## config.mk

```make
export PLATFORM = sky130hd
export DESIGN_NAME = quadratic_probe_hash_table_top
export DESIGN_NICKNAME = d
export VERILOG_FILES = /design/src/rtl/core/qpht_pkg.sv /design/src/rtl/core/qpht_modadd.sv /design/src/rtl/core/quadratic_probe_hash_table_top.sv
export SDC_FILE = /design/constraint.sdc
export NUM_CORES = 1
export LEC_CHECK = 0
export BUFFER_PORTS_ARGS = -buffer_cell sky130_fd_sc_hd__buf_2
export CORE_ASPECT_RATIO = 0.8
export CORE_MARGIN = 8
export CORE_UTILIZATION = 45
export DETAILED_ROUTE_END_ITERATION = 7
export PLACE_DENSITY_LB_ADDON = 0.2
export SLEW_MARGIN = 5
export SYNTH_ARGS = -nofsm -noshare
export SYNTH_HDL_FRONTEND = slang
export SYNTH_SLANG_ARGS = --single-unit
export TNS_END_PERCENT = 5
```

## constraint.sdc

```tcl
create_clock -name clk_i -period 5.82 [get_ports clk_i]
set_clock_uncertainty 0.1 [all_clocks]
set_input_delay 1.164 -clock clk_i [delete_from_list [all_inputs] [get_ports clk_i]]
set_output_delay 1.164 -clock clk_i [all_outputs]
set_load 0.005 [all_outputs]
```

## src/rtl/core/qpht_pkg.sv

```systemverilog
// Package with field widths, default table size and result codes of the quadratic probe hash table.
package qpht_pkg;

  localparam int unsigned QPHT_SLOTS = 16;

  localparam int unsigned KEY_W    = 31;
  localparam int unsigned IDX_W    = 4;
  localparam int unsigned ST_W     = 2;
  localparam int unsigned S_DATA_W = 32;
  localparam int unsigned M_DATA_W = 8;

  localparam logic OP_INSERT = 1'b0;
  localparam logic OP_SEARCH = 1'b1;

  localparam logic [ST_W-1:0] ST_INSERTED  = 2'd0;
  localparam logic [ST_W-1:0] ST_FULL      = 2'd1;
  localparam logic [ST_W-1:0] ST_FOUND     = 2'd2;
  localparam logic [ST_W-1:0] ST_NOT_FOUND = 2'd3;

endpackage

```

## src/rtl/core/qpht_modadd.sv

```systemverilog
// Shared modular adder: (a + b + carry in) reduced once by the table size.
module qpht_modadd #(
  parameter int unsigned MODULUS = 16,
  parameter int unsigned W       = 4
) (
  input  logic [W-1:0] a_i,
  input  logic [W-1:0] b_i,
  input  logic         cin_i,
  output logic [W-1:0] res_o
);

  localparam logic [W:0] ModVal = (W+1)'(MODULUS);

  logic [W:0] sum;
  logic [W:0] diff;

  // Both operands stay below the modulus, so one conditional subtract suffices.
  assign sum   = {1'b0, a_i} + {1'b0, b_i} + {{W{1'b0}}, cin_i};
  assign diff  = sum - ModVal;
  assign res_o = (sum >= ModVal) ? diff[W-1:0] : sum[W-1:0];

endmodule

```

## src/rtl/core/quadratic_probe_hash_table_top.sv

```systemverilog
// Top level of the quadratic probe hash table: sequencer, slot memory and output register.
//
//   Channel   Direction  Transaction content
//   s_axis    in         tuser: operation, tdata: key
//   m_axis    out        tuser: status,    tdata: slot_index
//
// A transaction visits k probes, where k is from 1 to TABLE_SLOTS: states S_MOD and S_HOME
// find the home slot by multiplying the key with a constant reciprocal of the table size,
// and each probe reads the slot memory in S_READ and checks it in S_CHECK, with the next
// slot formed by a single shared modular adder. After reset a clearing pass writes every
// slot empty before the first transaction is taken. A result waits in the output register
// while the next transaction is already being accepted and worked on; S_DONE holds a new
// result until that register is free.
module quadratic_probe_hash_table_top #(
  parameter int unsigned TABLE_SLOTS = qpht_pkg::QPHT_SLOTS
) (
  input  logic                           clk_i,
  input  logic                           rst_ni,
  input  logic                           s_axis_tvalid_i,
  output logic                           s_axis_tready_o,
  input  logic [qpht_pkg::S_DATA_W-1:0]  s_axis_tdata_i,   // [30:0] key, [31] ignored
  input  logic                           s_axis_tuser_i,   // [0] operation
  output logic                           m_axis_tvalid_o,
  input  logic                           m_axis_tready_i,
  output logic [qpht_pkg::M_DATA_W-1:0]  m_axis_tdata_o,   // [3:0] slot_index, [7:4] zero
  output logic [qpht_pkg::ST_W-1:0]      m_axis_tuser_o    // [1:0] status
);

  import qpht_pkg::*;

  localparam int unsigned IW  = $clog2(TABLE_SLOTS);
  localparam int unsigned MW  = KEY_W + 1;
  localparam int unsigned RW  = KEY_W + 1;
  localparam int unsigned PW  = KEY_W + RW;
  localparam int unsigned RecipShift = KEY_W + IW;
  localparam logic [IW-1:0] LastSlot = IW'(TABLE_SLOTS - 1);

  // Rounded-up reciprocal that makes the shifted product the exact quotient for any key.
  localparam logic [63:0] RecipWide =
    ((64'd1 << RecipShift) + 64'(TABLE_SLOTS) - 64'd1) / 64'(TABLE_SLOTS);
  localparam logic [RW-1:0]    Recip    = RecipWide[RW-1:0];
  localparam logic [KEY_W-1:0] SlotsKey = KEY_W'(TABLE_SLOTS);

  typedef enum logic [2:0] {
    S_CLEAR,
    S_IDLE,
    S_MOD,
    S_HOME,
    S_READ,
    S_CHECK,
    S_DONE
  } state_e;

  state_e              state_q;
  logic [KEY_W-1:0]    key_q;
  logic                op_q;
  logic [KEY_W-1:0]    quot_q;
  logic [IW-1:0]       p_q;
  logic [IW-1:0]       d_q;
  logic [IW-1:0]       cnt_q;
  logic [ST_W-1:0]     res_st_q;
  logic [IDX_W-1:0]    res_idx_q;
  logic                m_valid_q;
  logic [ST_W-1:0]     m_st_q;
  logic [IDX_W-1:0]    m_idx_q;

  logic [MW-1:0]       mem_q [TABLE_SLOTS];
  logic [MW-1:0]       rdata_q;

  logic [IW-1:0]       unit_a;
  logic [IW-1:0]       unit_b;
  logic                unit_cin;
  logic [IW-1:0]       unit_res;

  logic                wr_en;
  logic [IW-1:0]       wr_addr;
  logic [MW-1:0]       wr_data;

  logic [PW-1:0]       quot_prod;
  logic [IW-1:0]       home;
  logic                slot_used;
  logic [KEY_W-1:0]    slot_key;
  logic                last_probe;
  logic [IW+IDX_W-1:0] p_ext;
  logic                s_fire;
  logic                out_free;

  assign s_axis_tready_o = (state_q == S_IDLE);
  assign s_fire          = s_axis_tvalid_i && s_axis_tready_o;
  assign out_free        = !m_valid_q || m_axis_tready_i;

  assign slot_used  = rdata_q[MW-1];
  assign slot_key   = rdata_q[KEY_W-1:0];
  assign last_probe = (cnt_q == LastSlot);
  assign p_ext      = {{IDX_W{1'b0}}, p_q};

  // The remainder is below the table size, so its low bits alone give the home slot.
  assign quot_prod = {{RW{1'b0}}, key_q} * {{KEY_W{1'b0}}, Recip};
  assign home      = key_q[IW-1:0] - IW'(quot_q * SlotsKey);

  // Operand selection for the one modular adder.
  always_comb begin
    case (state_q)
      S_READ: begin
        unit_a   = d_q;
        unit_b   = IW'(1);
        unit_cin = 1'b1;
      end
      default: begin
        unit_a   = p_q;
        unit_b   = d_q;
        unit_cin = 1'b0;
      end
    endcase
  end

  qpht_modadd #(
    .MODULUS (TABLE_SLOTS),
    .W       (IW)
  ) u_modadd (
    .a_i   (unit_a),
    .b_i   (unit_b),
    .cin_i (unit_cin),
    .res_o (unit_res)
  );

  always_comb begin
    wr_en   = 1'b0;
    wr_addr = p_q;
    wr_data = {1'b1, key_q};
    if (state_q == S_CLEAR) begin
      wr_en   = 1'b1;
      wr_addr = cnt_q;
      wr_data = '0;
    end else if (state_q == S_CHECK && op_q == OP_INSERT && !slot_used) begin
      wr_en = 1'b1;
    end
  end

  always_ff @(posedge clk_i) begin
    if (wr_en) begin
      mem_q[wr_addr] <= wr_data;
    end
    rdata_q <= mem_q[p_q];
  end

  always_ff @(posedge clk_i or negedge rst_ni) begin
    if (!rst_ni) begin
      state_q   <= S_CLEAR;
      cnt_q     <= '0;
      m_valid_q <= 1'b0;
    end else begin
      if (m_valid_q && m_axis_tready_i) begin
        m_valid_q <= 1'b0;
      end
      case (state_q)
        S_CLEAR: begin
          cnt_q <= cnt_q + IW'(1);
          if (last_probe) begin
            state_q <= S_IDLE;
          end
        end
        S_IDLE: begin
          if (s_fire) begin
            key_q   <= s_axis_tdata_i[KEY_W-1:0];
            op_q    <= s_axis_tuser_i;
            // Starting the step at minus one makes the first increment give one.
            d_q     <= LastSlot;
            state_q <= S_MOD;
          end
        end
        S_MOD: begin
          quot_q  <= KEY_W'(quot_prod >> RecipShift);
          state_q <= S_HOME;
        end
        S_HOME: begin
          p_q     <= home;
          cnt_q   <= '0;
          state_q <= S_READ;
        end
        S_READ: begin
          d_q     <= unit_res;
          state_q <= S_CHECK;
        end
        S_CHECK: begin
          if (op_q == OP_INSERT) begin
            if (!slot_used) begin
              res_st_q  <= ST_INSERTED;
              res_idx_q <= p_ext[IDX_W-1:0];
              state_q   <= S_DONE;
            end else if (last_probe) begin
              res_st_q  <= ST_FULL;
              res_idx_q <= '0;
              state_q   <= S_DONE;
            end else begin
              p_q     <= unit_res;
              cnt_q   <= cnt_q + IW'(1);
              state_q <= S_READ;
            end
          end else begin
            if (slot_used && slot_key == key_q) begin
              res_st_q  <= ST_FOUND;
              res_idx_q <= p_ext[IDX_W-1:0];
              state_q   <= S_DONE;
            end else if (!slot_used || last_probe) begin
              res_st_q  <= ST_NOT_FOUND;
              res_idx_q <= '0;
              state_q   <= S_DONE;
            end else begin
              p_q     <= unit_res;
              cnt_q   <= cnt_q + IW'(1);
              state_q <= S_READ;
            end
          end
        end
        S_DONE: begin
          if (out_free) begin
            m_valid_q <= 1'b1;
            m_st_q    <= res_st_q;
            m_idx_q   <= res_idx_q;
            state_q   <= S_IDLE;
          end
        end
        default: begin
          state_q <= S_IDLE;
        end
      endcase
    end
  end

  assign m_axis_tvalid_o = m_valid_q;
  assign m_axis_tuser_o  = m_st_q;
  assign m_axis_tdata_o  = {{(M_DATA_W - IDX_W){1'b0}}, m_idx_q};

endmodule

```

==> reports/qor.yml <==
status:
  status: "completed"
critical_path:
  crit_path_end_kind: "flop"
  r2r_start: "state_q[1]$_DFFE_PN0P_"
  r2r_cells: 5
  r2r_slack_ps: 1660
  path_class: "flop to flop"
  worst_path_max_delay_cell: "a32oi_1"
  reg2reg_to: "mem_q[7][21]$_DFFE_PP_"
  critPathLaunch: "state_q[1]$_DFFE_PN0P_"
  worst_ep_arrival_time_ps: 4370
  cp_max_fo: 20
  cp.required_ps: 6030
  crit_path_cell_trace: "nor3_1 -> clkinv_1 -> a32oi_1 -> nor2_4 -> buf_4"
  cpPeakStageDelay_ps: 1070
  worstSetupStartpointType: "flop"
logic_synthesis:
  synth_fa_ha_area_share_pct: 0.337
  syn_area_um2: 23000
  ys_top_cells_by_area: "edfxtp_1, mux4_2, dfxtp_1, and2_1, dfrtp_1"
  ys_warn_count: 0
  synth.top_cell.area_share_pct: 73.7
  synthMuxAreaShare_pct: 15.8
  synth_seq_cells: 604
  synth_top_cell_by_area: "edfxtp_1"
  synthesis.instances: 1030
  synth_area_per_cell_um2: 22.3
  ys_types: 43
  ys_seq_area_share_pct: 77.3
  synth-xor-area-share_pct: 1.30
  async_flop_share_pct: 1.32
  synth_compound_area_share_pct: 1.03
  synth_top_family_by_area: "multiplexers"
  synth_edf_count: 564
  ys.flop_type: "edfxtp_1"
  synth_simple_gate_area_share_pct: 2.94
sta:
  timing.final.crit_period_ps: 4160
  rsz0062_at_grt: "false"
  hold_ws_ps: 324
  relSlewSlack_pct: 22.9
  worstMarginPinSlew_ps: 1150
  finalSetupTns_ps: 0
  finalHoldViolCount: 0
  fmax_mhz: 240
  setup_viol: 0
  fin_crit_sh_pct: 71.5
  drv_slew: 0
run:
  maxCapViolCount: 0
pwr:
  power_mw: 11.2
  p_per_area_nw_per_um2: 432
  p_leak_nw: 8.26
  peakVddDrop_uv: 284
detailed_routing:
  vias_per_cell: 5.60
  wl_mm: 49.0
  drc: 0
  num_vias: 10300
  drt_iter0_markers: 1066
  drt_first_pass_iters: 6
  ant_nets: 0
  wl_per_cell_um: 26.6
hold_path:
  holdPathStages: 0
  hp-class: "flop to flop"
  holdPathEnd: "m_axis_tuser_o[1]$_DFFE_PP_"
  hp-start: "res_st_q[1]$_DFFE_PP_"
clocking:
  clock-root-buffer: "clkbuf_16"
  cts.clk_slew.worst_paths_ps: 60
  clock_sinks: 604
  h-tree-depth: 2
  clock_path_buffers: 3
  cts_tree: "done"
  postCtsSetupBuffers: 0
  cts_buffers: 57
  cts-resized-gates: 0
  clock_latency_ps: 620
  postCtsHoldBufs: 0
final_layout:
  antenna_cells: 0
  syn2layout_area_growth_pct: 12.8
  fillers: 4072
  fin_util_pct: 51.1
  final_layout_size_suffix_gt1_share_pct: 28.5
  layout_commonest_cell: "edfxtp_1"
  fin_cells: 1844
  final_cell_mix: "edfxtp_1, mux4_2, clkbuf_16"
  final_nets: 1153
global_route:
  grt_pass1_wl_mm: 72.2
  antenna_found_initial: 0
  grt_pass1_vias: 10600
  grt_max_degree: 109
  grt.total_usage_pct: 17.1
  overflow: 0
floorplan:
  die_h_um: 218
  core.rowCount: 74
  initial_core_util_pct: 45.3
  die_w_um: 269
  pin_count: 49
  core_area_um2: 50700
  die_area_um2: 58600
placed_design:
  place_inst: 1736
  hpwl_mm: 25.2
  gp_congestion: 0.733
  numPortBuffers: 43
==> routing by layer <==
layer | share of wire, % | GRT usage (%) | vias up
met5 | 0 | 0 | -
met4 | 1.7 | 4.16 | 0
met3 | 6.0 | 2.97 | 61
met2 | 45 | 25.6 | 297
met1 | 47 | 26.0 | 5553
li1 | - | - | 4417
==> Yosys cell counts (3+ instances only) <==
cell,instances
edfxtp_1,564
o21ai_0,8
o21a_1,3
clkbuf_1,22
nand2_1,28
dfxtp_1,32
xnor2_1,12
a21o_1,3
buf_2,14
mux4_2,160
nand3_1,3
and2_1,38
dfrtp_1,8
nor2b_1,5
a21oi_1,5
nor4_1,8
nor3_1,8
buf_1,4
and3_1,3
ha_1,3
nor2_1,25
nand4_1,4
a31oi_1,6
xor2_1,22
inv_1,11
buf_4,8
==> stage by stage <==
step	setup slack, ps	instance area, um2
6_report	1660	25900
5_1_grt	1260	25900
4_1_cts	1640	25900
3_5_place_dp	1650	24200
3_3_place_gp	1770	24200
2_1_floorplan	2380	23000
==> sequential cells by signal, indices dropped and copies added (netlist names), 2 cells and up <==
| signal | cells |
|---|---|
| mem_q | 512 |
| cnt_q | 4 |
| state_q | 3 |
| rdata_q | 32 |
| m_idx_q | 4 |
| res_idx_q | 4 |
| res_st_q | 2 |
| p_q | 4 |
| d_q | 4 |
| m_axis_tuser_o | 2 |
| key_q | 31 |
==> power by group <==
part           internal, mW  switching (mW)  total (mW)  leakage [nW]
Combinational         0.695            1.25        1.95          1.90
Sequential             5.55           0.154        5.71          5.48
Clock                  1.97            1.57        3.54         0.873
==> cell families (layout without fill, tap and decap cells) <==
kind of cell / after synthesis / after routing
flops: 604 / 604
mux: 163 / 163
simple gates: 128 / 128
buf+inv: 60 / 187
compound gates: 35 / 35
xor+xnor: 34 / 34
fa+ha+maj: 5 / 5
other cells: 1 / 4
==> how the worst max path moves through the flow <==
stage / to / slack (ps) / cells after the start
floorplan: mem_q[13][0]$_DFFE_PP_ / 2380 / 6
global placement: mem_q[7][19]$_DFFE_PP_ / 1770 / 5
detailed placement: mem_q[7][20]$_DFFE_PP_ / 1650 / 5
CTS: mem_q[15][7]$_DFFE_PP_ / 1640 / 7
global route: mem_q[13][5]$_DFFE_PP_ / 1260 / 7
finish: mem_q[7][21]$_DFFE_PP_ / 1660 / 5
==> worst max-delay path, delay by kind of cell, from the launching register on <==
family	cells	cell delay, ps
AO/OA/AOI/OAI	1	1070
buffers and inverters	2	1070
AND/OR/NAND/NOR	2	1050
flip-flops	1	540
==> final cells by class <==
class	count	area, um2	share of cell area [%]
inverters	11	41.3	0.159
clock inverters	31	226	0.873
well taps	684	856	3.30
repair buffers	68	415	1.60
multi-input cells	369	5060	19.5
flip-flops and latches	604	17800	68.6
clock buffers	77	1550	5.99
Power figures use the tool's default switching activity.
